`config.mk`:
```
export PLATFORM = sky130hd
export DESIGN_NAME = content_length_deframer
export DESIGN_NICKNAME = d
export VERILOG_FILES = /design/src/design/cld_pkg.sv /design/src/design/cld_scan.sv /design/src/design/content_length_deframer.sv
export VERILOG_INCLUDE_DIRS = /design/src /design/src/design
export SDC_FILE = /design/constraint.sdc
export NUM_CORES = 1
export LEC_CHECK = 0
export CORE_ASPECT_RATIO = 1.25
export CORE_MARGIN = 4
export CORE_UTILIZATION = 25
export DETAILED_ROUTE_END_ITERATION = 10
export DONT_BUFFER_PORTS = 1
export PLACE_DENSITY = 0.41
export SYNTH_ARGS = -nofsm -noshare
export SYNTH_HDL_FRONTEND = slang
export SYNTH_SLANG_ARGS = --single-unit
```
`constraint.sdc`:
```
create_clock -name clk_i -period 5.6 [get_ports clk_i]
set_input_delay 0.28 -clock clk_i [delete_from_list [all_inputs] [get_ports clk_i]]
set_output_delay 0.28 -clock clk_i [all_outputs]
set_load 0.05 [all_outputs]
```
`src/design/assert_macros.svh`:
```
// ---------------------------------------------------------------------------
// assert_macros.svh
// assertion helpers shared by the deframer modules
// ---------------------------------------------------------------------------
`ifndef ASSERT_MACROS_SVH
`define ASSERT_MACROS_SVH

// concurrent assertion on an explicit clock and active-low reset
`define CLD_ASSERT_CLK(lbl, clk, rstn, prop, msg) \
  lbl: assert property (@(posedge clk) disable iff (!rstn) prop) else $error(msg);

// concurrent assertion on the usual clk_i and rst_ni
`define CLD_ASSERT(lbl, prop, msg) \
  `CLD_ASSERT_CLK(lbl, clk_i, rst_ni, prop, msg)

`endif

```
`src/design/cld_pkg.sv`:
```
// ---------------------------------------------------------------------------
// cld_pkg
// types and constants of the content length deframer
// ---------------------------------------------------------------------------
package cld_pkg;

  localparam int unsigned KEY_LEN = 15;

  localparam logic [7:0] CHAR_CR    = 8'h0d;
  localparam logic [7:0] CHAR_LF    = 8'h0a;
  localparam logic [7:0] CHAR_SPACE = 8'h20;
  localparam logic [7:0] CHAR_ZERO  = 8'h30;
  localparam logic [7:0] CHAR_NINE  = 8'h39;

  typedef enum logic [1:0] {
    KIND_BODY  = 2'd0,
    KIND_EMPTY = 2'd1,
    KIND_DROP  = 2'd2
  } kind_e;

  typedef enum logic [2:0] {
    PH_SEEK  = 3'd0,
    PH_SPACE = 3'd1,
    PH_DIGIT = 3'd2,
    PH_DONE  = 3'd3,
    PH_BAD   = 3'd4
  } phase_e;

  typedef struct packed {
    logic       valid;
    kind_e      kind;
    logic [7:0] data;
    logic       last;
  } cld_res_t;

  // characters of "Content-Length:"
  function automatic logic [7:0] key_char(input logic [3:0] idx);
    logic [7:0] c;
    case (idx)
      4'd0:    c = 8'h43;
      4'd1:    c = 8'h6f;
      4'd2:    c = 8'h6e;
      4'd3:    c = 8'h74;
      4'd4:    c = 8'h65;
      4'd5:    c = 8'h6e;
      4'd6:    c = 8'h74;
      4'd7:    c = 8'h2d;
      4'd8:    c = 8'h4c;
      4'd9:    c = 8'h65;
      4'd10:   c = 8'h6e;
      4'd11:   c = 8'h67;
      4'd12:   c = 8'h74;
      4'd13:   c = 8'h68;
      4'd14:   c = 8'h3a;
      default: c = 8'h00;
    endcase
    return c;
  endfunction

endpackage

```
`src/design/cld_scan.sv`:
```
// ---------------------------------------------------------------------------
// cld_scan
// header parser and body counter, one byte per step
// ---------------------------------------------------------------------------
`include "assert_macros.svh"

module cld_scan import cld_pkg::*; #(
  parameter int unsigned LEN_BITS = 31
) (
  input  logic       clk_i,
  input  logic       rst_ni,
  input  logic       step_i,
  input  logic [7:0] byte_i,
  output cld_res_t   res_o
);

  logic                in_body_q, in_body_d;
  logic [1:0]          sep_q, sep_d;
  logic [3:0]          key_q, key_d;
  phase_e              phase_q, phase_d;
  logic [LEN_BITS-1:0] len_q, len_d;
  logic [LEN_BITS-1:0] rem_q, rem_d;

  logic                is_digit;
  logic [3:0]          digit;
  logic [3:0]          key_idx;
  logic [LEN_BITS+3:0] len_next;
  logic                hdr_end;
  logic                len_ok;

  assign is_digit = (byte_i >= CHAR_ZERO) && (byte_i <= CHAR_NINE);
  assign digit    = 4'(byte_i - CHAR_ZERO);
  assign key_idx  = (key_q == 4'(KEY_LEN)) ? 4'd0 : key_q;
  // len * 10 + digit
  assign len_next = {3'b000, len_q, 1'b0} + {1'b0, len_q, 3'b000}
                  + {{LEN_BITS{1'b0}}, digit};

  always_comb begin
    in_body_d = in_body_q;
    sep_d     = sep_q;
    key_d     = key_q;
    phase_d   = phase_q;
    len_d     = len_q;
    rem_d     = rem_q;
    hdr_end   = 1'b0;
    len_ok    = 1'b0;
    res_o     = '{valid: 1'b0, kind: KIND_BODY, data: 8'h00, last: 1'b0};

    if (in_body_q) begin
      if (rem_q != '0) begin
        rem_d = rem_q - LEN_BITS'(1);
      end
      res_o.valid = 1'b1;
      res_o.data  = byte_i;
      res_o.last  = (rem_d == '0);
      if (rem_d == '0) begin
        in_body_d = 1'b0;
      end
    end else begin
      // length field
      case (phase_q)
        PH_SEEK: begin
          if (byte_i == key_char(key_idx)) begin
            key_d = key_idx + 4'd1;
          end else begin
            key_d = (byte_i == key_char(4'd0)) ? 4'd1 : 4'd0;
          end
          if (key_d == 4'(KEY_LEN)) begin
            phase_d = PH_SPACE;
          end
        end
        PH_SPACE: begin
          if (byte_i != CHAR_SPACE) begin
            if (is_digit) begin
              len_d   = LEN_BITS'(digit);
              phase_d = PH_DIGIT;
            end else begin
              phase_d = PH_BAD;
            end
          end
        end
        PH_DIGIT: begin
          if (is_digit) begin
            if (len_next[LEN_BITS+3:LEN_BITS] != 4'd0) begin
              phase_d = PH_BAD;
            end else begin
              len_d = len_next[LEN_BITS-1:0];
            end
          end else begin
            phase_d = PH_DONE;
          end
        end
        PH_DONE: begin
          phase_d = PH_DONE;
        end
        default: begin
          phase_d = PH_BAD;
        end
      endcase

      // header terminator
      case (sep_q)
        2'd1:    sep_d = (byte_i == CHAR_LF) ? 2'd2 : ((byte_i == CHAR_CR) ? 2'd1 : 2'd0);
        2'd2:    sep_d = (byte_i == CHAR_CR) ? 2'd3 : 2'd0;
        2'd3: begin
          if (byte_i == CHAR_LF) begin
            hdr_end = 1'b1;
          end else begin
            sep_d = (byte_i == CHAR_CR) ? 2'd1 : 2'd0;
          end
        end
        default: sep_d = (byte_i == CHAR_CR) ? 2'd1 : 2'd0;
      endcase

      if (hdr_end) begin
        len_ok  = (phase_d == PH_DONE) || (phase_d == PH_DIGIT);
        sep_d   = 2'd0;
        key_d   = 4'd0;
        phase_d = PH_SEEK;
        len_d   = '0;
        if (!len_ok) begin
          res_o.valid = 1'b1;
          res_o.kind  = KIND_DROP;
        end else if (len_q == '0 && phase_q != PH_DIGIT && phase_q != PH_SPACE) begin
          res_o.valid = 1'b1;
          res_o.kind  = KIND_EMPTY;
        end else if ((phase_q == PH_DIGIT || phase_q == PH_SPACE) && len_q == '0) begin
          res_o.valid = 1'b1;
          res_o.kind  = KIND_EMPTY;
        end else begin
          in_body_d = 1'b1;
          rem_d     = len_q;
        end
      end
    end
  end

  always_ff @(posedge clk_i or negedge rst_ni) begin
    if (!rst_ni) begin
      in_body_q <= 1'b0;
      sep_q     <= 2'd0;
      key_q     <= 4'd0;
      phase_q   <= PH_SEEK;
      len_q     <= '0;
      rem_q     <= '0;
    end else if (step_i) begin
      in_body_q <= in_body_d;
      sep_q     <= sep_d;
      key_q     <= key_d;
      phase_q   <= phase_d;
      len_q     <= len_d;
      rem_q     <= rem_d;
    end
  end

  `CLD_ASSERT(a_hdr_clear_in_body, in_body_q |-> (phase_q == PH_SEEK && key_q == 4'd0 && sep_q == 2'd0), "header state not cleared in body")
  `CLD_ASSERT(a_body_nonzero, $rose(in_body_q) |-> (rem_q != '0), "body entered with zero length")
  `CLD_ASSERT(a_last_leaves_body, (step_i && res_o.valid && res_o.last) |=> !in_body_q, "last byte did not end body")

endmodule

```
`src/design/content_length_deframer.sv`:
```
// ---------------------------------------------------------------------------
// content_length_deframer
// splits a byte stream into messages framed by a Content-Length header
// ---------------------------------------------------------------------------
// Takes one byte per cycle and, while the output is not stalled, sustains one
// byte per cycle with no bubbles; a result is registered: its byte passes the
// input register, then the parse logic into the result register. A byte
// waiting behind a stalled result holds the input register and stalls the
// input. The per-byte parse state update is the single loop that sets this
// rate. A header without a usable length gives a drop result, a zero length
// an empty-message result, and a valid length passes the following body
// bytes straight through, last one flagged.
`include "assert_macros.svh"

module content_length_deframer import cld_pkg::*; #(
  parameter int unsigned LEN_BITS = 31
) (
  input  logic       clk_i,
  input  logic       rst_ni,
  input  logic       in_valid_i,
  output logic       in_stall_o,
  input  logic [7:0] in_byte_i,
  output logic       out_valid_o,
  input  logic       out_stall_i,
  output logic [1:0] out_kind_o,
  output logic [7:0] out_byte_o,
  output logic       out_last_o
);

  logic       in_valid_q, in_valid_d;
  logic [7:0] in_byte_q;
  logic       out_valid_q, out_valid_d;
  kind_e      out_kind_q;
  logic [7:0] out_byte_q;
  logic       out_last_q;
  logic       adv;
  logic       step;
  cld_res_t   res;

  // result register free or being emptied
  assign adv        = !out_valid_q || !out_stall_i;
  assign step       = in_valid_q && adv;
  assign in_stall_o = in_valid_q && !adv;
  assign in_valid_d = in_stall_o ? 1'b1 : in_valid_i;
  assign out_valid_d = adv ? (step && res.valid) : out_valid_q;

  cld_scan #(
    .LEN_BITS(LEN_BITS)
  ) u_scan (
    .clk_i  (clk_i),
    .rst_ni (rst_ni),
    .step_i (step),
    .byte_i (in_byte_q),
    .res_o  (res)
  );

  always_ff @(posedge clk_i or negedge rst_ni) begin
    if (!rst_ni) begin
      in_valid_q  <= 1'b0;
      out_valid_q <= 1'b0;
    end else begin
      in_valid_q  <= in_valid_d;
      out_valid_q <= out_valid_d;
    end
  end

  always_ff @(posedge clk_i) begin
    if (!in_stall_o && in_valid_i) begin
      in_byte_q <= in_byte_i;
    end
    if (step && res.valid) begin
      out_kind_q <= res.kind;
      out_byte_q <= res.data;
      out_last_q <= res.last;
    end
  end

  assign out_valid_o = out_valid_q;
  assign out_kind_o  = out_kind_q;
  assign out_byte_o  = out_byte_q;
  assign out_last_o  = out_last_q;

  `CLD_ASSERT(a_stall_needs_item, in_stall_o |-> in_valid_q, "stall without a held byte")
  `CLD_ASSERT(a_marker_fields_zero, (out_valid_o && out_kind_o != KIND_BODY) |-> (out_byte_o == 8'h00 && !out_last_o), "marker with nonzero fields")
  `CLD_ASSERT(a_held_byte_kept, (in_valid_q && !step) |=> (in_valid_q && $stable(in_byte_q)), "held byte lost")

endmodule

```
== Word level (Yosys, flattened, before mapping) ==
Memory sizes are Yosys's and may differ from the RTL's.
Index checks and enable logic that the tools add are counted.
Operators by class
  reduce and logical (&&, ||, !) cells: 31
  $add $sub $neg: 5
  equality and inequality tests: 24
  order comparisons: 2
  muxes and demuxes: 51
  bitwise gates (word level): 3
Operator list (number)
  $mux 31: 12
  $logic_not 31->1: 2
  $pmux 31 s2: 1
  $add 32x34->35: 1
  $add 35x4->35: 1
  $mux 3: 11
  $reduce_bool 31->1: 1
  $sub 31x1->31 const B: 1
  $mux 4: 6
  $eq 8x4->1 const B: 2
  $mux 8: 2
  $mux 1: 13
  $eq 3x2->1 const B: 4
  $ne 3x1->1 const B: 4
  $pmux 3 s4: 1
  $eq 4x4->1 const B: 2
  $eq 8x7->1 const B: 1
  $eq 8x8->1: 1
  $ge 8x6->1 const B: 1
  $le 8x6->1 const B: 1
  $logic_and 1x1->1: 8
  $mux 2: 4
  $ne 8x6->1 const B: 1
  $reduce_and 7->1: 1
  other kinds (21): 34
Storage, ports and cells
  output and inout port bits: 13
  ROM bits: 112
  bits of input ports: 12
  word-level logic and storage cells: 130
  memories kept: 1
  register bits after elaboration: 93
Memory list
  (name not given): words 16, width 7, read ports 1, clocked after Yosys merged registers in 0, wr ports 0, RTL line cld_pkg.sv:39  | case (idx)

== Longest topological paths before layout ==
An unclocked memory read counts as a cell.
  depth after elaboration: 19
  gate-level depth with buffers: 15
  gate-level depth less buffers: 14

== Hierarchy ==
A second synthesis with hierarchy kept.
Second synthesis, totals
  cell total of the unflattened synthesis: 914
  area total of the unflattened synthesis: 7654.8 µm²
By module, submodules not included
  cld_scan: area each 6985.4 µm², seq. area each 1801.7 µm², cells each 884, times used 1
  content_length_deframer: area each 669.4 µm², seq. area each 620.6 µm², cells each 30, times used 1

== Least setup slack after synthesis ==
OpenSTA, ideal clock, no wires.
  path type: reg2reg
  from: register in_byte_q[3]
  to: register out_byte_q[0], in the netlist out_byte_o[0] (enable)
  required time: 5217 ps
  slack: 1537 ps
  buffers on the path: 0
  clock period less this slack: 4063 ps
  cell stages (with the launch flop): 13
  library setup time: 383 ps
  arrival: 3681 ps
  path through: edfxtp_1 inv_1 fa_1 fa_1 and2b_1 o2111ai_1 a2111oi_2 o21ai_1 and3_1 xnor2_1 and3_1 a311o_1 a21oi_1
Between the ends
  longest elaborated chain between the ends: 15
  elaborated cells between the ends (all ways): 32
  those cells by class: add/sub: 2; order compare: 2; eq/ne: 7; mux: 17; reduce/logical: 4
Ends and longest elaborated chain
  start: declaration: RTL line content_length_deframer.sv:31  | logic [7:0] in_byte_q;
  start signal: assignment: RTL line content_length_deframer.sv:69  | in_byte_q <= in_byte_i;
  parallel branches: the longest is 12 deep, another holds $add 35x4->35
  $mux 3 *: RTL line cld_scan.sv:115  | if (hdr_end) begin
  $mux 1 *: RTL line cld_scan.sv:49  | if (in_body_q) begin
  $logic_and 1x1->1 *: RTL line content_length_deframer.sv:71  | if (step && res.valid) begin
  end signal: assignment: RTL line content_length_deframer.sv:73  | out_byte_q <= res.data;
  end: declaration: RTL line content_length_deframer.sv:34  | logic [7:0] out_byte_q;
Mark *: on every way between the ends. The select of a mux whose other input is x is not followed.
A chain may end at the register's enable or synchronous reset.

== Final worst setup path ==
  from: register in_byte_q[3]
  to: register u_scan.len_q[9]
Between the ends
  longest elaborated chain between the ends: 6
  elaborated cells between the ends (all ways): 21
  those cells by class: add/sub: 2; order compare: 2; eq/ne: 6; mux: 7; reduce/logical: 4
Ends and longest elaborated chain
  $sub 4x1->4 / $eq 8x4->1 (equally long branches): RTL line cld_scan.sv:32, cld_scan.sv:106
  $add 35x4->35 / $mux 1 (equally long branches): RTL line cld_scan.sv:36, cld_scan.sv:106
  $mux 31 / $mux 1 (equally long branches): RTL line cld_scan.sv:84, cld_scan.sv:102
  $mux 31 / $mux 1 (equally long branches): RTL line cld_scan.sv:83, cld_scan.sv:49
  $pmux 31 s2 (tied with other cells): RTL line cld_scan.sv:61  | case (phase_q)
  $mux 31 / $reduce_and 7->1 (equally long branches)
  end signal: assignment: RTL line cld_scan.sv:151  | len_q <= len_d;
  end: declaration: RTL line cld_scan.sv:21  | logic [LEN_BITS-1:0] len_q, len_d;
Several ways; a longest one is shown, not always the timed one. The select of a mux whose other input is x is not followed.

==> results.sh <==
export IMPL_critPathArrivalTime_ps=4680
export IMPL_period_share_pct=78.4
export IMPL_nets=936
export IMPL_synth_most_common_cell="a21oi_1"
export IMPL_synth_warnings=0
export IMPL_clk_pin_slew_ps=70
export IMPL_layout_drive_gt1_share_pct=4.91
export IMPL_finalSetupTns_ps=0
export IMPL_ys_types=79
export IMPL_critPathMaxStageDelay_ps=620
export IMPL_switching_share_pct=43.0
export IMPL_rows=71
export IMPL_clkSinkCount=93
export IMPL_grt_overflow=0
export IMPL_first_iter_violations=367
export IMPL_drtAntennaViolNets=0
export IMPL_die_x_um=165
export IMPL_n_antenna_cell=0
export IMPL_yosysSeqAreaShare_pct=31.5
export IMPL_grt_first_pass_wirelength_um=37700
export IMPL_synth_edf_count=19
export IMPL_cts_resized=0
export IMPL_crit_chain="inv_1 > fa_1 > inv_1 > ha_1 > a211oi_1 > o211ai_1 > a21oi_1 > o211ai_1 > o211a_1 > nand2_1 > and4b_1 > o31ai_4 > buf_4 > a22o_1"
export IMPL_skew_ps=9.58
export IMPL_max_freq_ghz=0.228
export IMPL_power_uw=2790
export IMPL_rsz0062_at_grt="false"
export IMPL_ys_flop_type="dfrtp_1"
export IMPL_fin_util_pct=27.4
export IMPL_ctsHtreeMaxLevel=3
export IMPL_pwr_density_cell_nw_per_um2=336
export IMPL_initial_core_util_pct=25.5
export IMPL_dp_hpwl_um=17400
export IMPL_cts_setup_buffers=0
export IMPL_die_height_um=204
export IMPL_io_pins=25
export IMPL_hp_class="primary input to register"
export IMPL_slew_viol_final=0
export IMPL_gp_congestion=0.787
export IMPL_synth_net_count=967
export IMPL_vias=6570
export IMPL_vias_per_cell=5.23
export IMPL_critPathKind="register to register"
export IMPL_worstSetupStartpointType="register"
export IMPL_path_max_fanout=17
export IMPL_required_ps=5890
export IMPL_drcViolationCount=0
export IMPL_power_switching_uw=1200
export IMPL_maxSlewHeadroom_pct=50.9
export IMPL_die_area_sq_um=33600
export IMPL_ir_worst_vdd_v=0.000217
export IMPL_grt_antenna_before_repair=0
export IMPL_synth_cells=882
export IMPL_grt_pass1_vias=6681
export IMPL_synth_area_leaders="dfrtp_1 (24%), ha_1 (12%), edfxtp_1 (7.4%)"
export IMPL_cts_tree="done"
export IMPL_period_needed_ps=4390
export IMPL_synthArstFlopShare_pct=79.6
export IMPL_cts_made_buffers=9
export IMPL_p_comb_share_pct=39.0
export IMPL_wl_per_cell_um=18.5
export IMPL_leakagePower_uw=0.00363
export IMPL_synthTopCellsByCount="a21oi_1 (80), dfrtp_1 (74), nand2_1 (73)"
export IMPL_tightest_slew_ps=737
export IMPL_cts_root_buf="clkbuf_16"
export IMPL_drtPass1Iterations=5
export IMPL_synth_top_cell_area_share_pct=24.1
export IMPL_grt_util_all_layers_pct=14.1
export IMPL_yosys_register_bits=93
export IMPL_syn2layout_area_growth_pct=7.78
export IMPL_nFillCells=3267
export IMPL_syn_area_per_cell_sq_um=8.72
export IMPL_cpMaxStageDelayCell="fa_1"
export IMPL_end_kind="register"
export IMPL_wl_um=23300
export IMPL_hold_viol_final=0
export IMPL_syn_area_sq_um=7690
export IMPL_cts_hold_buffers=2
export IMPL_pwr_share_seq_pct=40.2
export IMPL_grt_start_max_net_pins=75
export IMPL_pwr_share_clk_pct=20.8
export IMPL_ctsLongestPathBuffers=2
export IMPL_outcome="finished, final reports clean"
export IMPL_yosysTopAreaCell="dfrtp_1"
export IMPL_maxCapViolCount=0
export IMPL_intPower_uw=1590
export IMPL_core_sq_um=30200
export IMPL_numPortBuffers=0
export IMPL_clock_latency_ps=350
export IMPL_finalSetupViolations=0
power by group through the flow:
stage	combinational (uW)	sequential (uW)	clock [uW]
2_1_floorplan	969	1020	0
3_3_place_gp	1080	1140	0
3_5_place_dp	1080	1140	0
4_1_cts	1100	1120	602
5_1_grt	1230	1150	625
6_report	1090	1120	579
per-stage QoR:
stage | instances | instance area, sq um | hold WS (ps) | setup WS, ps
2_1_floorplan | 882 | 7690 | -15.6 | 1540
6_report | 1257 | 8290 | 28.8 | 1210
4_1_cts | 1257 | 8290 | 8.82 | 1150
3_5_place_dp | 1239 | 7980 | -11.5 | 1180
3_3_place_gp | 1239 | 7980 | -11.1 | 1250
5_1_grt | 1257 | 8290 | 10.8 | 845
layer usage:
layer  routed length, um  global-route usage, %  share of wire, %
met3                 419                   1.57               1.8
met4                 520                   4.75               2.2
met1               10100                   17.4                43
met2               12300                   25.4                53
met5                   0                      0                 0
cell families (layout without fill, tap and decap cells):
logic type                 after synthesis  in the layout  share of synthesized area (%)
DFF                                     93             93                           31.5
xor gates and xnor gates                43             43                           4.90
AOI/OAI and AO/OA                      293            293                           25.3
and+or+nand+nor                        284            284                           19.1
muxes                                   14             14                           1.84
buffers and inverters                   82             56                           5.29
adders and majority gates               73             73                           12.1
path summary, 6_finish.rpt:
path,startpoint,endpoint,slack (ps),cells past startpoint
setup / recovery,in_byte_q[3],u_scan.len_q[9],1210,14
hold / removal,in_byte_i[1],in_byte_q[1],30,0
setup reg to reg,in_byte_q[3],u_scan.len_q[9],1210,14
hold reg to reg,u_scan.len_q[0],u_scan.len_q[0],590,1
max in group asynchronous,rst_ni,u_scan.in_body_q,4740,2
min in group asynchronous,rst_ni,u_scan.len_q[19],470,2
layout make-up:
| cell class | count | area [sq um] | share of cell area [%] |
|---|---|---|---|
| flip-flops and latches | 93 | 2420 | 29.3 |
| well taps | 401 | 502 | 6.06 |
| repair buffers | 8 | 95.1 | 1.15 |
| clock inverters | 6 | 40.0 | 0.483 |
| multi-input cells | 707 | 4880 | 58.8 |
| clock buffers | 10 | 229 | 2.76 |
| inverters | 32 | 120 | 1.45 |
flip-flops by register name, summed over array words and instances, names as in the netlist:
name,cells
out_byte_o,8
u_scan.phase_q,3
out_last_o,1
u_scan.key_q,4
u_scan.sep_q,2
out_kind_o,2
in_byte_q,8
u_scan.len_q,31
in_valid_q,1
u_scan.in_body_q,1
out_valid_o,1
u_scan.rem_q,31
layout by cell type, fill, tap and decap left out, drive strengths merged, types with 3 or more instances in the layout:
master,instances
a21o,12
o31ai,3
clkinv,4
a32oi,3
o22ai,29
and3,10
clkbuf,10
o211ai,8
inv,31
dfrtp,74
nand4,14
xor2,18
xnor2,25
or3,5
nand2,75
a2111oi,4
mux2i,13
nor4,16
nand2b,5
o221ai,3
and2,12
nor2b,4
a21oi,80
a22o,26
ha,71
edfxtp,19
clkinvlp,3
o21a,4
nor2,50
nor3,31
and4,4
o21ai,57
o22a,23
a211oi,5
nand3,43
a21boi,4
buf,7
a31oi,9
worst max-delay path: cells and delay by family (launching register included):
family,cells,cell delay (ps)
buffers and inverters,3,550
DFF,1,410
and+or+nand+nor,2,310
adders and majority gates,2,920
AOI/OAI and AO/OA,7,2110
Note: power is estimated with default switching activity, not from simulation.
